**config.mk**
```make
export PLATFORM = sky130hd
export DESIGN_NAME = touch_tap_detector
export DESIGN_NICKNAME = d
export VERILOG_FILES = /design/src/design/ttd_pkg.sv /design/src/design/touch_tap_detector.sv
export SDC_FILE = /design/constraint.sdc
export NUM_CORES = 1
export LEC_CHECK = 0
export BUFFER_PORTS_ARGS = -buffer_cell sky130_fd_sc_hd__buf_2
export CORE_MARGIN = 1.5
export CORE_UTILIZATION = 60
export CTS_CLUSTER_DIAMETER = 200
export CTS_CLUSTER_SIZE = 12
export DETAILED_ROUTE_END_ITERATION = 10
export PLACE_DENSITY = 0.81
export SLEW_MARGIN = 20
export SYNTH_ARGS = -nofsm -noshare
export SYNTH_HDL_FRONTEND = slang
export SYNTH_SLANG_ARGS = --single-unit
```
**constraint.sdc**
```tcl
create_clock -name clk -period 14.2 [get_ports clk]
set_input_delay 2.84 -clock clk [delete_from_list [all_inputs] [get_ports clk]]
set_output_delay 2.84 -clock clk [all_outputs]
set_load 0.01 [all_outputs]
```
**src/design/ttd_pkg.sv**
```systemverilog
package ttd_pkg;

    localparam int CFG_INDEX_W = 3;
    localparam int CFG_DATA_W  = 16;

    localparam logic [CFG_INDEX_W-1:0] REG_ENABLED    = 3'd0;
    localparam logic [CFG_INDEX_W-1:0] REG_FLIPPED    = 3'd1;
    localparam logic [CFG_INDEX_W-1:0] REG_MOVE_LIMIT = 3'd2;
    localparam logic [CFG_INDEX_W-1:0] REG_TAP_MAX_MS = 3'd3;
    localparam logic [CFG_INDEX_W-1:0] REG_REARM_MS   = 3'd4;

    localparam logic [7:0]  MOVE_LIMIT_RESET = 8'd12;
    localparam logic [15:0] TAP_MAX_RESET    = 16'd600;
    localparam logic [15:0] REARM_RESET      = 16'd250;

    localparam logic [3:0]  COORD_NIBBLE = 4'hF;
    localparam logic [11:0] RAW_LIMIT    = 12'd260;
    localparam logic [11:0] PANEL_MAX    = 12'd239;

    localparam logic [1:0] CONTACT_IDLE  = 2'd0;
    localparam logic [1:0] CONTACT_TOUCH = 2'd1;
    localparam logic [1:0] CONTACT_ERROR = 2'd2;

    typedef struct packed {
        logic        read_ok;
        logic [7:0]  fingers;
        logic [7:0]  x_high;
        logic [7:0]  x_low;
        logic [7:0]  y_high;
        logic [7:0]  y_low;
        logic [31:0] now_ms;
    } poll_t;

    typedef struct packed {
        logic [1:0] contact;
        logic [7:0] pos_x;
        logic [7:0] pos_y;
        logic       tap;
    } result_t;

    function automatic logic [7:0] make_pos(input logic [11:0] raw, input logic flip);
        logic [11:0] mirrored;
        logic [7:0]  pos;
        mirrored = PANEL_MAX - raw;
        if (flip)
        begin
            pos = (raw > PANEL_MAX) ? PANEL_MAX[7:0] : raw[7:0];
        end
        else
        begin
            pos = (raw > PANEL_MAX) ? 8'd0 : mirrored[7:0];
        end
        return pos;
    endfunction

    function automatic logic [7:0] abs_diff(input logic [7:0] a, input logic [7:0] b);
        return (a > b) ? (a - b) : (b - a);
    endfunction

endpackage

```
**src/design/touch_tap_detector.sv**
```systemverilog
// A result appears in the output register in the cycle after its poll is accepted.
// Throughput: one poll per cycle; poll_ready drops only while a result waits unread.
// The path from the input to the result register is one 32-bit subtract and compare.
// Reset (rst_n, asynchronous, active low) restores register defaults, arms the
// detector and clears gesture state and the output valid.
module touch_tap_detector (
    input  logic                            clk,
    input  logic                            rst_n,
    input  logic                            poll_valid,
    output logic                            poll_ready,
    input  ttd_pkg::poll_t                  poll,
    output logic                            result_valid,
    input  logic                            result_ready,
    output ttd_pkg::result_t                result,
    input  logic                            cfg_we,
    input  logic [ttd_pkg::CFG_INDEX_W-1:0] cfg_index,
    input  logic [ttd_pkg::CFG_DATA_W-1:0]  cfg_data
);
    import ttd_pkg::*;

    logic        enabled_reg;
    logic        flipped_reg;
    logic [7:0]  move_limit_reg;
    logic [15:0] tap_max_reg;
    logic [15:0] rearm_reg;

    logic        finger_down_reg, finger_down_next;
    logic [7:0]  start_x_reg, start_x_next;
    logic [7:0]  start_y_reg, start_y_next;
    logic [31:0] down_time_reg, down_time_next;
    logic        moved_reg, moved_next;
    logic        armed_reg, armed_next;
    logic [31:0] absent_time_reg, absent_time_next;
    logic        absent_known_reg, absent_known_next;

    logic        result_valid_reg;
    result_t     result_reg, result_next;

    logic        accept;
    logic [11:0] raw_x, raw_y;
    logic [7:0]  px, py;
    logic        bad;
    logic [31:0] held_time;
    logic [31:0] absent_ref;
    logic [31:0] absent_span;
    logic        tap_hit;
    logic        armed_after;

    assign poll_ready   = !result_valid_reg || result_ready;
    assign accept       = poll_valid && poll_ready;
    assign result_valid = result_valid_reg;
    assign result       = result_reg;

    assign raw_x = {poll.x_high[3:0] & COORD_NIBBLE, poll.x_low};
    assign raw_y = {poll.y_high[3:0] & COORD_NIBBLE, poll.y_low};
    assign px    = make_pos(raw_x, flipped_reg);
    assign py    = make_pos(raw_y, flipped_reg);

    assign held_time   = poll.now_ms - down_time_reg;
    assign absent_ref  = (finger_down_reg || !absent_known_reg) ? poll.now_ms : absent_time_reg;
    assign absent_span = poll.now_ms - absent_ref;
    assign tap_hit     = !moved_reg && (held_time < {16'd0, tap_max_reg});
    assign armed_after = armed_reg && !finger_down_reg;

    always_comb
    begin
        bad = !enabled_reg || !poll.read_ok || (poll.fingers > 8'd1) ||
              ((poll.fingers == 8'd1) && ((raw_x > RAW_LIMIT) || (raw_y > RAW_LIMIT)));

        finger_down_next  = finger_down_reg;
        start_x_next      = start_x_reg;
        start_y_next      = start_y_reg;
        down_time_next    = down_time_reg;
        moved_next        = moved_reg;
        armed_next        = armed_reg;
        absent_time_next  = absent_time_reg;
        absent_known_next = absent_known_reg;

        result_next.contact = CONTACT_ERROR;
        result_next.pos_x   = 8'd0;
        result_next.pos_y   = 8'd0;
        result_next.tap     = 1'b0;

        if (!bad)
        begin
            if (poll.fingers == 8'd1)
            begin
                absent_known_next   = 1'b0;
                result_next.contact = CONTACT_TOUCH;
                result_next.pos_x   = px;
                result_next.pos_y   = py;
                if (!finger_down_reg && armed_reg)
                begin
                    finger_down_next = 1'b1;
                    start_x_next     = px;
                    start_y_next     = py;
                    down_time_next   = poll.now_ms;
                    moved_next       = 1'b0;
                end
                else if (finger_down_reg)
                begin
                    if ((abs_diff(px, start_x_reg) > move_limit_reg) ||
                        (abs_diff(py, start_y_reg) > move_limit_reg))
                    begin
                        moved_next = 1'b1;
                    end
                end
            end
            else
            begin
                result_next.contact = CONTACT_IDLE;
                result_next.tap     = finger_down_reg && tap_hit;
                finger_down_next    = 1'b0;
                if (!armed_after)
                begin
                    absent_time_next  = absent_ref;
                    absent_known_next = 1'b1;
                    armed_next        = (absent_span >= {16'd0, rearm_reg});
                end
            end
        end
    end

    always_ff @(posedge clk or negedge rst_n)
    begin
        if (!rst_n)
        begin
            enabled_reg    <= 1'b0;
            flipped_reg    <= 1'b0;
            move_limit_reg <= MOVE_LIMIT_RESET;
            tap_max_reg    <= TAP_MAX_RESET;
            rearm_reg      <= REARM_RESET;
        end
        else if (cfg_we)
        begin
            case (cfg_index)
                REG_ENABLED:    enabled_reg    <= cfg_data[0];
                REG_FLIPPED:    flipped_reg    <= cfg_data[0];
                REG_MOVE_LIMIT: move_limit_reg <= cfg_data[7:0];
                REG_TAP_MAX_MS: tap_max_reg    <= cfg_data;
                REG_REARM_MS:   rearm_reg      <= cfg_data;
                default:        ;
            endcase
        end
    end

    always_ff @(posedge clk or negedge rst_n)
    begin
        if (!rst_n)
        begin
            finger_down_reg  <= 1'b0;
            start_x_reg      <= 8'd0;
            start_y_reg      <= 8'd0;
            down_time_reg    <= 32'd0;
            moved_reg        <= 1'b0;
            armed_reg        <= 1'b1;
            absent_time_reg  <= 32'd0;
            absent_known_reg <= 1'b0;
            result_valid_reg <= 1'b0;
        end
        else
        begin
            if (accept)
            begin
                finger_down_reg  <= finger_down_next;
                start_x_reg      <= start_x_next;
                start_y_reg      <= start_y_next;
                down_time_reg    <= down_time_next;
                moved_reg        <= moved_next;
                armed_reg        <= armed_next;
                absent_time_reg  <= absent_time_next;
                absent_known_reg <= absent_known_next;
                result_valid_reg <= 1'b1;
            end
            else if (result_ready)
            begin
                result_valid_reg <= 1'b0;
            end
        end
    end

    // hold the result register until a new transaction replaces it
    always_ff @(posedge clk)
    begin
        if (accept)
        begin
            result_reg <= result_next;
        end
    end

`ifndef NO_ASSERTIONS
    a_tap_on_release: assert property (@(posedge clk) disable iff (!rst_n)
        result_valid_reg && result_reg.tap |-> result_reg.contact == CONTACT_IDLE)
        else $error("tap reported without release");

    a_pos_zero: assert property (@(posedge clk) disable iff (!rst_n)
        result_valid_reg && result_reg.contact != CONTACT_TOUCH |->
            result_reg.pos_x == 8'd0 && result_reg.pos_y == 8'd0)
        else $error("position set without contact");

    a_pos_range: assert property (@(posedge clk) disable iff (!rst_n)
        result_valid_reg && result_reg.contact == CONTACT_TOUCH |->
            result_reg.pos_x <= PANEL_MAX[7:0] && result_reg.pos_y <= PANEL_MAX[7:0])
        else $error("position out of panel range");

    a_down_armed: assert property (@(posedge clk) disable iff (!rst_n)
        finger_down_reg |-> armed_reg)
        else $error("gesture active while disarmed");

    a_disabled_error: assert property (@(posedge clk) disable iff (!rst_n)
        accept && !enabled_reg |=> result_valid_reg && result_reg.contact == CONTACT_ERROR)
        else $error("disabled poll not reported as error");
`endif

endmodule
```
* Yosys cells after proc, flatten, opt, wreduce, memory -nomap -nowiden
Cells that the tools add are included.
W data, S select, Z words.
** Operators by class
- Add/subtract/negate cells :: 8
- Multipliers :: 0
- Divide/modulo/power cells :: 0
- $lt $le $gt $ge :: 11
- Equal/unequal tests :: 7
- Shifts and indexed selects :: 0
- Mux-type cells :: 19
- Bitwise gates (word level) :: 3
- Reduce and logical (&&, ||, !) cells :: 34
** Operators with widths (number)
- $mux W8 :: 8
- $sub A32 B32 Y32 :: 2
- $ge A32 B16 Y1 :: 1
- $gt A8 B8 Y1 :: 4
- $lt A32 B16 Y1 :: 1
- $mux W32 :: 1
- $sub A8 B8 Y8 :: 4
- $gt A12 B8 Y1 const B :: 2
- $gt A12 B9 Y1 const B :: 2
- $sub A8 B8 Y8 const A :: 2
- $mux W1 :: 10
- $reduce_and A2 Y1 :: 5
- $eq A8 B1 Y1 const B :: 1
- $gt A8 B1 Y1 const B :: 1
- $reduce_and A4 Y1 :: 2
- $logic_or A1 B1 Y1 :: 7
- $eq A3 B2 Y1 const B :: 2
- $logic_not A1 Y1 :: 6
- $reduce_and A3 Y1 :: 2
- $reduce_bool A2 Y1 :: 3
- $logic_and A1 B1 Y1 :: 5
- $reduce_and A5 Y1 :: 1
- $reduce_or A2 Y1 :: 2
- $eq A3 B1 Y1 const B :: 1
- other kinds (5) :: 7
** Word-level totals
- Register bits after elaboration :: 146
- Bits in latches :: 0
- Bits in writable memories :: 0
- ROM bits :: 0
- Input port bits :: 97
- Output and inout bits :: 21
- Word-level logic and storage cells :: 100
- Memories kept :: 0

* Longest topological paths before layout
Gate-level depths: netlist (run 1).
- Word-level depth :: 10
- Mapped depth :: 28
- Gate-level depth less buffers :: 28

* Least setup slack after synthesis (run 1)
No wires, ideal clock.
- Path type :: input to register
- Start point :: input poll[36] in the netlist's numbering
- End point :: register moved_reg
- Arrival time :: 7.013 ns
- Required time :: 14.081 ns
- Path slack :: 7.068 ns
- Stages on the path :: 27
- Buffers on the path :: 1
- Cells stage by stage :: inv_1 ha_1 and3_1 nand3_1 a41o_1 o21ai_0 o31a_1 inv_1 ha_1 a21oi_1 nor2b_1 o21ai_0 o21ai_0 o22ai_1 clkbuf_1 mux2_2 o21ai_0 a21oi_1 xnor2_1 ha_1 a21o_1 a21oi_1 o21ai_0 o21ai_0 nand2_1 a21oi_1 nor2_1
** On the way
- Word-level cells in the longest chain between the ends :: 9
- Elaborated cells between the ends (all ways) :: 18
- Classes of those cells :: add/sub (3); order compare (4); mux (4); bitwise (1); reduce/logical (6)
** RTL lines
- start, declared :: RTL line touch_tap_detector.sv:11 : input ttd_pkg::poll_t poll,
- $gt A12 B8 Y1 / $sub A8 B8 Y8 (equally long branches) :: RTL line ttd_pkg.sv:47, ttd_pkg.sv:51, ttd_pkg.sv:44
- $mux W8 (on tied branches) :: RTL line ttd_pkg.sv:51, ttd_pkg.sv:47
- $mux W8 (*) :: RTL line ttd_pkg.sv:45 : if (flip)
- via py[5] :: RTL line touch_tap_detector.sv:41 : logic [7:0] px, py;
- $sub A8 B8 Y8 / $gt A8 B8 Y1 (equally long branches) :: RTL line ttd_pkg.sv:57 : return (a > b) ? (a - b) : (b - a);
- $mux W8 (*) :: RTL line ttd_pkg.sv:57
- $gt A8 B8 Y1 (*) :: RTL line touch_tap_detector.sv:103 : (abs_diff(py, start_y_reg) > move_limit_reg))
- $logic_or A1 B1 Y1 (*) :: RTL line touch_tap_detector.sv:102 : if ((abs_diff(px, start_x_reg) > move_limit_reg) ||
- $reduce_bool A2 Y1 (no line) (*)
- $reduce_and A5 Y1 (no line) (*)
- end signal, assigned :: RTL line touch_tap_detector.sv:169 : moved_reg <= moved_next;
- end, declared :: RTL line touch_tap_detector.sv:31 : logic moved_reg, moved_next;
Mark *: on every way through the listed nets, which the timed path passes. The rest lies on a longest branch.
A chain may end at the register's enable or synchronous reset.

* Worst setup path in the final report (run 1)
- Start point :: input poll[0] in the netlist's numbering
- End point :: register result_reg (netlist bit result[0]), data pin
** On the way
- Word-level cells in the longest chain between the ends :: 4
** RTL lines
- $sub A32 B32 Y32 :: RTL line touch_tap_detector.sv:59 : assign held_time = poll.now_ms - down_time_reg;
- $lt A32 B16 Y1 :: RTL line touch_tap_detector.sv:62 : assign tap_hit = !moved_reg && (held_time < {16'd0, tap_max_reg});
- $logic_and A1 B1 Y1 :: RTL line touch_tap_detector.sv:62
- $logic_and A1 B1 Y1 :: RTL line touch_tap_detector.sv:112 : result_next.tap = finger_down_reg && tap_hit;
- end signal, assigned :: RTL line touch_tap_detector.sv:187 : result_reg <= result_next;
- end, declared :: RTL line touch_tap_detector.sv:37 : result_t result_reg, result_next;
Every way passes these cells.

==> run summary, run 1 <==
Seq cells post-synth = 146
outcome = completed
peak supply drop = 0.0000773 V
Hold Startpoint = absent_time_reg[21]
vias per inst = 5.80
Cell Area, Synth = 12,300 sq um
vias in the first global route = 10,300
CP arrival = 7820 ps
crit end category = register
CP max FO = 6
Mapped Cells = 1,402
Yosys warning total = 0
Final GP Congestion = 0.925
Post-synth EDFFs = 19
worst-margin pin slew = 922 ps
busiest grt layer = met2
hold_buf cts = 0
diodes inserted = 0
Main synth FF type = dfrtp_1
Die Height = 146 microns
Max-cap violations = 0
number of CTS-inserted buffers = 17
H-tree levels = 4
Syn Area/Cell = 8.78 sq um
post-route ant nets = 0
worst r2r src = finger_down_reg
grt met1 use = 33.7%
# DRC = 0
Worst Hold Class = register to register
Cell Count, Final, Fillers Out = 1,782
Pleak = 0.00655 uW
First DRT Iteration DRCs = 536
relative slew slack = 38.3%
routed vias = 10,300
Ports = 118
CTS resizes = 0
Die Width = 146 microns
setup TNS = 0 ps
clock skew = 11.5 ps
post-layout min period = 7610 ps
crit path launch type = input port
wire length per cell = 16.4 microns
hold path depth = 2
Core Area = 20,200 sq um
fillcell total = 1,644
post-route clock period utilization = 53.6%
Register-to-Register Path Depth = 24
R2R Setup Slk = 8760 ps
fraction of layout cells with a size suffix above 1 = 14.6%
first-pass GRT wire length = 49.0 mm
Reg2Reg Capture Point = armed_reg
Total GRT Usage = 28.3%
Cell Pwr Density = 105 nW/um^2
largest net degree at the start of global routing = 71
unrepaired setup endpoints after global routing = false
root buf cell = clkbuf_16
Synthesized Nets = 1,652
most frequent cells in the layout = 147 x ha_1, 140 x inv_1, 135 x nand2_1
postcts setup bufs = 0
Area Overhead vs Synth = 11.2%
DRT Pass-1 Iters = 5
FMAX = 131 MHz
path type of the worst setup path = input port to register
antenna violations before repair = 0
Worst Hold End = absent_time_reg[21]
CTS tree = yes
area of the multi-input gates = 7880 sq um
Initial Utilization = 61.0%
row cnt = 52
clock slew at reported path FFs = 60 ps
Crit path required time = 14,410 ps
met2 Track Usage GR = 52.2%
routing usage on met3 = 3.81%
post-DP HPWL = 22.6 mm
Register Area = 3760 sq um
placed cell count = 1,750
Post-synth ARST share = 87.0%
Bufs on Longest Clock Path = 2
share of the synthesized area in the top cell type = 23.2%
library cells used by synthesis = 79
final slew viol count = 0
NumNets Final = 1,749
Synth area leaders = dfrtp_1 23%, ha_1 15%, edfxtp_1 4.6%
die footprint = 21,400 sq um
commonest non-fill, non-tap cell in the layout = ha_1
Hold WS = 482 ps
hold violation count in the final report = 0
clk sink count = 146
gr ovfl total = 0
IO buf count = 109
Clock Latency Late Sink = 430 ps
cell taking the most area after synthesis = dfrtp_1
Setup Viol. Count Final = 0
DRT Wirelength = 29.3 mm
post-synthesis sequential area ratio = 30.6%
through the flow:
| stage | cell area (sq um) | utilization, % | worst slack [ps] | total power (uW) |
|---|---|---|---|---|
| detailed placement | 13100 | 65.0 | 6210 | 993 |
| global placement | 13100 | 65.0 | 6220 | 972 |
| finish | 13700 | 67.8 | 6590 | 1440 |
| global route | 13700 | 67.8 | 6190 | 1530 |
| floorplan | 12300 | - | 7070 | 854 |
| CTS | 13700 | 67.8 | 6620 | 1450 |
cell families after synthesis:
group / after synthesis / synth area share [%]
flops: 146 / 30.6
mux: 101 / 8.82
compound gates: 397 / 20.6
simple gates: 360 / 13.8
fa+ha+maj: 153 / 15.9
buf+inv: 178 / 5.48
xor+xnor: 67 / 4.77
cell usage after synthesis (7+ instances only):
library cell	instances
xnor2_1	45
a31oi_1	12
nor2b_1	16
and3_1	11
xor2_1	22
ha_1	147
a21o_1	36
a211oi_1	11
a21oi_1	104
mux2_2	35
nor2_1	84
clkbuf_1	28
nand4_1	14
nand3_1	25
o21bai_1	16
mux2i_1	42
a21boi_0	7
inv_1	140
nand2b_1	20
o21a_1	14
o21ai_0	107
edfxtp_1	19
dfstp_2	13
o21ai_1	24
nand2_1	137
dfrtp_1	114
mux2_1	24
nor3_1	18
cell type report:
class | count | share of cell area, %
multi-input combinational | 1078 | 57.6
timing repair buffer | 115 | 4.34
clock inverter | 11 | 0.933
clock buffer | 21 | 3.29
inverter | 141 | 3.87
tap | 270 | 2.47
sequential | 146 | 27.5
report_power, final:
| group | switching (uW) | total (uW) | internal [uW] |
|---|---|---|---|
| clock | 186 | 451 | 265 |
| sequential | 16.6 | 474 | 457 |
| combinational | 296 | 517 | 222 |
| total | 498 | 1440 | 944 |
worst max-delay path, cell delays in order:
cell and delay [ps]:
buf_2 110, inv_1 100, ha_1 180, inv_1 60, fa_1 390, a21o_1 200
a21oi_1 290, o21ai_0 180, nor2b_1 240, or2_2 300, a21oi_1 230, o21bai_1 90
a21oi_1 170, xnor2_1 140, ha_1 260, a21o_1 160, a21oi_1 190, o32ai_1 100
a2111oi_0 330, o2111ai_1 170, nor4_1 310, and4_1 260, nand4_1 120, a2111oi_2 390
per-layer routing:
| layer | vias to the layer above | share of wire, % |
|---|---|---|
| met4 | 0 | 2.6 |
| met3 | 57 | 3.1 |
| li1 | 5171 | - |
| met1 | 4903 | 43 |
| met5 | - | 0 |
| met2 | 204 | 51 |
worst max-delay path by stage:
stage	from	to	slack, ps	cells past startpoint
after global routing	poll[0]	result[0]	6190	24
after floorplan	poll[36]	moved_reg	7070	27
after CTS	poll[0]	result[0]	6620	24
after global placement	poll[0]	result[0]	6220	24
after detailed placement	poll[0]	result[0]	6210	24
final	poll[0]	result[0]	6590	24
Note: power is estimated with default switching activity, not from simulation.
==> inputs of run 2 (changes only) <==
ABC_AREA = 1   (was default)
PLACE_DENSITY = 0.8   (was 0.81)
clock period = 7 ns   (was 14.2 ns; I/O delays follow)
==> run 2 against run 1 <==
Synthesized cell count grew 48%. Core utilization shrank 1.1 points. Critical endpoint is now moved_reg. Non-clock buffer count shrank 3. Clock power grew 110%. Cell count grew 39%. Worst setup slack lost 5000 ps. Register-to-register slack lost 6500 ps. Sequential cell count is the same.
==> run summary, run 2 <==
outcome = completed
setup TNS = 0 ps (unchanged)
Setup WS post-layout = 1630 ps (-4970 ps)
unrepaired setup endpoints after global routing = false
gr ovfl total = 0 (unchanged)
First DRT Iteration DRCs = 828 (+54%)
Post-synth EDFFs = 19 (unchanged)
worst-margin pin slew = 1020 ps (+99.9 ps)
postcts setup bufs = 0 (unchanged)
CTS resizes = 0 (unchanged)
CP max FO = 13 (+7)
Psw = 993 uW (+99%)
# DRC = 0 (unchanged)
fraction of layout cells with a size suffix above 1 = 8.04% (-6.5 points)
Seq cells post-synth = 146 (unchanged)
Max-cap violations = 0 (unchanged)
clock skew = 10.6 ps (-0.919 ps)
path type of the worst setup path = input port to register
DRT Pass-1 Iters = 6 (+1)
sw frac = 36.3% (+1.8 points)
Sequential Power Share = 35.1% (+2.2 points)
CP arrival = 5680 ps (-2140 ps)
worst r2r src = flipped_reg
share of the synthesized area in the top cell type = 20.8% (-2.4 points)
Final GP Congestion = 0.971 (+4.9%)
library cells used by synthesis = 48 (-39%)
Reg2Reg Capture Point = moved_reg
antenna violations before repair = 0 (unchanged)
DRT Wirelength = 35.1 mm (+20%)
Worst Setup SP = poll[36]
routed vias = 13,100 (+27%)
diodes inserted = 0 (unchanged)
R2R Setup Slk = 2240 ps (-6520 ps)
Cell Pwr Density = 182 nW/um^2 (+73%)
row cnt = 55 (+5.8%)
Mapped Cells = 2,079 (+48%)
NumNets Final = 2,425 (+39%)
commonest non-fill, non-tap cell in the layout = nand2_1
Worst Hold Class = register to register
clock share of power = 34.2% (+2.9 points)
post-DP HPWL = 28.0 mm (+24%)
FMAX = 186 MHz
vias in the first global route = 12,700 (+23%)
crit end category = register
die footprint = 23,800 sq um (+11%)
hold path depth = 2 (unchanged)
clk sink count = 146 (unchanged)
Tot Pwr = 2730 uW (+89%)
Place WS = 1250 ps (-4960 ps)
Total GRT Usage = 30.6% (+2.3 points)
Yosys warning total = 0 (unchanged)
synth cell count leaders = 650 x nand2_1, 418 x inv_1, 168 x nor2_1, 147 x ha_1, 123 x o21ai_0
IO buf count = 109 (unchanged)
post-route cell area = 15,000 sq um (+9.8%)
Clock Latency Late Sink = 440 ps (about the same)
H-tree levels = 4 (unchanged)
CTS tree = yes
Main synth FF type = dfrtp_1
clock slew at reported path FFs = 60 ps (about the same)
Ports = 118 (unchanged)
hold violation count in the final report = 0 (unchanged)
Syn Area/Cell = 6.59 sq um (-25%)
crit path launch type = input port
Cell Area, Synth = 13,700 sq um (+11%)
Cell Count, Final, Fillers Out = 2,473 (+39%)
Initial Utilization = 60.9% (-0.087 points)
top-count cell post-synth = nand2_1
Hold Startpoint = tap_max_reg[15]
relative slew slack = 31.7% (-6.7 points)
post-route clock period utilization = 76.8%
hold_buf cts = 0 (unchanged)
cell taking the most area after synthesis = dfrtp_1
wire length per cell = 14.2 microns (-14%)
Die Width = 154 microns (+5.4%)
root buf cell = clkbuf_16
placed inst area = 14,400 sq um (+10%)
Synth area leaders = dfrtp_1 21%, nand2_1 18%, ha_1 13%
post-synthesis sequential area ratio = 27.5% (-3.1 points)
Pleak = 0.00869 uW (+33%)
placed cell count = 2,441 (+39%)
Area Overhead vs Synth = 9.62%
most frequent cells in the layout = 649 x nand2_1, 418 x inv_1, 168 x nor2_1
Synthesized Nets = 2,329 (+41%)
largest net degree at the start of global routing = 94 (+32%)
post-route ant nets = 0 (unchanged)
number of CTS-inserted buffers = 17 (unchanged)
Bufs on Longest Clock Path = 2 (unchanged)
internal power = 1740 uW (+84%)
Register-to-Register Path Depth = 21 (-13%)
Post-synth ARST share = 87.0% (unchanged)
Setup Viol. Count Final = 0 (unchanged)
vias per inst = 5.31 (-8.4%)
Die Height = 154 microns (+5.4%)
post-layout min period = 5370 ps
Core Area = 22,500 sq um (+12%)
peak supply drop = 0.000124 V (+61%)
final slew viol count = 0 (unchanged)
Worst Hold End = tap_max_reg[15]
first-pass GRT wire length = 58.6 mm (+20%)
Gate power share = 30.7% (-5.2 points)
Crit path required time = 7310 ps (-7100 ps)
run 2: cell families after synthesis:
| group | after synthesis | synth area share, % |
|---|---|---|
| fa+ha+maj | 153 | 14.3 |
| compound gates | 288 | 11.3 |
| buf+inv | 455 | 13.1 |
| simple gates | 950 | 28.0 |
| xor+xnor | 49 | 3.13 |
| flops | 146 | 27.5 |
| mux | 38 | 2.80 |
run 2: worst max-delay path, stage by stage:
cell and delay [ps]:
buf_2 120, inv_1 90, ha_1 200, a41oi_1 170
nor2_1 70, inv_1 250, o21ai_0 110, o21ai_0 250
inv_1 90, ha_1 370, inv_1 120, nor3_2 210
nand3_1 100, o21ai_2 450, a21oi_1 80, a21oi_1 190
xor2_1 200, inv_1 60, ha_1 290, nand2_1 70
inv_1 40, a221oi_1 220, o21ai_0 120, o41ai_1 70
nand2_1 170, nand2_1 80, o21ai_0 70
run 2: layer usage:
layer  global-route usage [%]  up-vias  routed length [microns]  share of wire, %
li1                         -     6707                        -                 -
met1                     36.6     6020                    15200                43
met2                     55.6      332                    17300                49
met3                     4.00       79                     1500               4.3
met4                     12.1        0                     1180               3.4
met5                        0        -                        0                 0
run 2: power groups by stage:
stage                     clock (uW)  sequential (uW)  combinational [uW]
final                            934              960                 839
after global routing             975              967                 964
after CTS                        947              959                 836
after detailed placement           0              974                 826
after global placement             0              973                 800
after floorplan                    0              964                 591
run 2: how the worst max path moves through the flow:
stage	to	slack (ps)	cells after the start
final	moved_reg	1630	27
after global routing	moved_reg	1090	27
after CTS	moved_reg	1670	27
after detailed placement	moved_reg	1250	27
after global placement	moved_reg	1320	27
after floorplan	moved_reg	2060	24
run 2: area by class of cell:
cell class	instances	area, sq um
Multi-Input combinational cell	1478	8170
Fill cell	2023	7480
Sequential cell	146	3760
Inverter	420	1580
Timing Repair Buffer	112	571
Clock buffer	17	425
Tap cell	285	357
Clock inverter	15	164
run 2: through the flow:
stage / hold WS [ps] / utilization (%)
after CTS: 490 / 66.8
after global placement: 466 / 64.1
final: 487 / 66.8
after global routing: 510 / 66.8
after detailed placement: 474 / 64.1
after floorplan: 442 / -
==> inputs of run 3 (changes only) <==
clock period = 5.1 ns   (was 7 ns; I/O delays follow)
==> run 3 against run 2 <==
Wire length increased by 4.1%. Largest power group unchanged. Via count grew 1.2%. Sequential cell count unchanged. Clock power is 40% higher.
==> run summary, run 3 (synthesized netlist as in run 2, its figures left out) <==
outcome = completed
clock skew = 14.2 ps (+3.64 ps)
wire length per cell = 14.6 microns (+3.1%)
H-tree levels = 4 (unchanged)
Die Width = 154 microns (unchanged)
Worst path most repeated cell = nand2_1
CP max stage cell = fa_1
fraction of layout cells with a size suffix above 1 = 9.10% (+1.1 points)
clock slew at reported path FFs = 70 ps (about the same)
antenna violations before repair = 0 (unchanged)
Total GRT Usage = 31.9% (+1.3 points)
most frequent cells in the layout = 648 x nand2_1, 417 x inv_1, 167 x nor2_1
Register-to-Register Path Depth = 23 (+9.5%)
crit end category = register
post-route clock period utilization = 93.0%
Cell Pwr Density = 253 nW/um^2 (+39%)
Initial Utilization = 60.9% (unchanged)
DRT Pass-1 Iters = 5 (-1)
FMAX = 211 MHz
hold path depth = 2 (unchanged)
root buf cell = clkbuf_16
post-layout min period = 4740 ps
peak supply drop = 0.000155 V (+25%)
row cnt = 55 (unchanged)
fillcell total = 1,984 (-1.9%)
largest net degree at the start of global routing = 69 (-27%)
Clock Latency Late Sink = 440 ps (about the same)
Worst Hold End = move_limit_reg[4]
R2R Setup Slk = 860 ps (-1380 ps)
slowest stage delay, CP = 420 ps (-30 ps)
post-route ant nets = 0 (unchanged)
vias per inst = 5.33 (+0.30%)
post-DP HPWL = 29.5 mm (+5.5%)
Pleak = 0.00881 uW (+1.3%)
die footprint = 23,800 sq um (unchanged)
first-pass GRT wire length = 60.7 mm (+3.5%)
Core Area = 22,500 sq um (unchanged)
Crit path required time = 5460 ps (-1850 ps)
worst r2r src = finger_down_reg
worst-margin pin slew = 981 ps (-41.6 ps)
Setup Viol. Count Final = 0 (unchanged)
hold violation count in the final report = 0 (unchanged)
routed vias = 13,300 (+1.2%)
Final GP Congestion = 0.986 (+1.6%)
Area Overhead vs Synth = 11.0%
gr ovfl total = 0 (unchanged)
CP arrival = 5100 ps (-580 ps)
CTS tree = yes
number of CTS-inserted buffers = 17 (unchanged)
NumNets Final = 2,447 (+0.91%)
Die Height = 154 microns (unchanged)
Hold Startpoint = move_limit_reg[4]
CP max FO = 13 (unchanged)
Max-cap violations = 0 (unchanged)
relative slew slack = 34.4% (+2.8 points)
Hold WS = 485 ps (-2.07 ps)
commonest non-fill, non-tap cell in the layout = nand2_1
IO buf count = 109 (unchanged)
worst path cell trace = buf_2, or3_4, nor2_1, nand2_2, o21ai_0, nand2_1, ha_1, fa_1, o21ai_0, nand2_1, o211ai_1, nand2_2, nor3_1, a21oi_1, xnor2_1, inv_1, ha_1, nand2_1, o21a_1, o221ai_1, o21ai_0, nand2_1, nand2_1, o21ai_0
First DRT Iteration DRCs = 799 (-3.5%)
setup TNS = 0 ps (unchanged)
Worst Hold Class = register to register
Bufs on Longest Clock Path = 2 (unchanged)
Ports = 118 (unchanged)
hold_buf cts = 0 (unchanged)
crit path launch type = input port
Reg2Reg Capture Point = armed_reg
final slew viol count = 0 (unchanged)
# DRC = 0 (unchanged)
clk sink count = 146 (unchanged)
DRT Wirelength = 36.6 mm (+4.1%)
vias in the first global route = 12,800 (+1.2%)
path type of the worst setup path = input port to register
## run 3: changes by cell type in the layout (fill, tap and decap cells not counted), moves of 2 or more
cell / change
clkinvlp_4: -3
inv_6: +2
buf_4: +21
o21ai_1: +2
o21ai_0: -2
## run 3: what timing repair did
| action | in CTS | in global routing |
|---|---|---|
| endpoints found under the setup margin | 0 | 1 |
| resized for setup | 0 | 8 |
| buffers inserted | 0 | 1 |
| endpoints found under the hold margin | 0 | 0 |
## run 3: report_power, final
group	internal, uW	switching (uW)	total [uW]	leakage, uW
clock	740	575	1310	0.000297
sequential	1270	43.1	1310	0.00163
combinational	460	763	1220	0.00688
## run 3: worst max path at each step
stage,from,end,slack (ps),cells after the start
final,poll[59],moved_reg,360,24
after global routing,poll[42],moved_reg,-20,27
after CTS,poll[59],moved_reg,330,24
after detailed placement,poll[59],moved_reg,-100,24
after global placement,poll[59],moved_reg,10,24
after floorplan,poll[59],moved_reg,540,24
## run 3: layout make-up
class / instances / area (sq um) / area share, %
diodes: 1 / 2.50 / 0.0164
multi-input cells: 1479 / 8190 / 53.9
clock buffers: 18 / 429 / 2.82
inverters: 420 / 1580 / 10.4
flip-flops and latches: 146 / 3760 / 24.7
repair buffers: 133 / 728 / 4.79
clock inverters: 14 / 164 / 1.08
well taps: 285 / 357 / 2.34
## run 3: worst max-delay path, delay by kind of cell
| kind | cells | cell delay (ps) |
|---|---|---|
| AOI/OAI and AO/OA | 8 | 1240 |
| xor gates and xnor gates | 1 | 140 |
| adders and majority gates | 3 | 970 |
| and+or+nand+nor | 10 | 1580 |
| buffers and inverters | 2 | 160 |
## run 3: through the flow
stage | util (%) | power [uW] | setup WS, ps | area (sq um) | std cells
CTS | 67.4 | 3850 | 331 | 15200 | 2493
floorplan | - | 2130 | 536 | 13700 | 2079
finish | 67.6 | 3850 | 358 | 15200 | 2496
global placement | 64.8 | 2470 | 11.1 | 14600 | 2461
global route | 67.6 | 4090 | -21.9 | 15200 | 2495
detailed placement | 64.8 | 2520 | -100 | 14600 | 2461
## run 3: routing by layer
metal  global-route usage, %  up-vias  part of all wire [%]
li1                        -     6764                     -
met1                    38.3     6103                    43
met2                    57.7      348                    50
met3                    3.07       85                   4.2
met4                    14.7        0                   3.8
met5                       0        -                     0
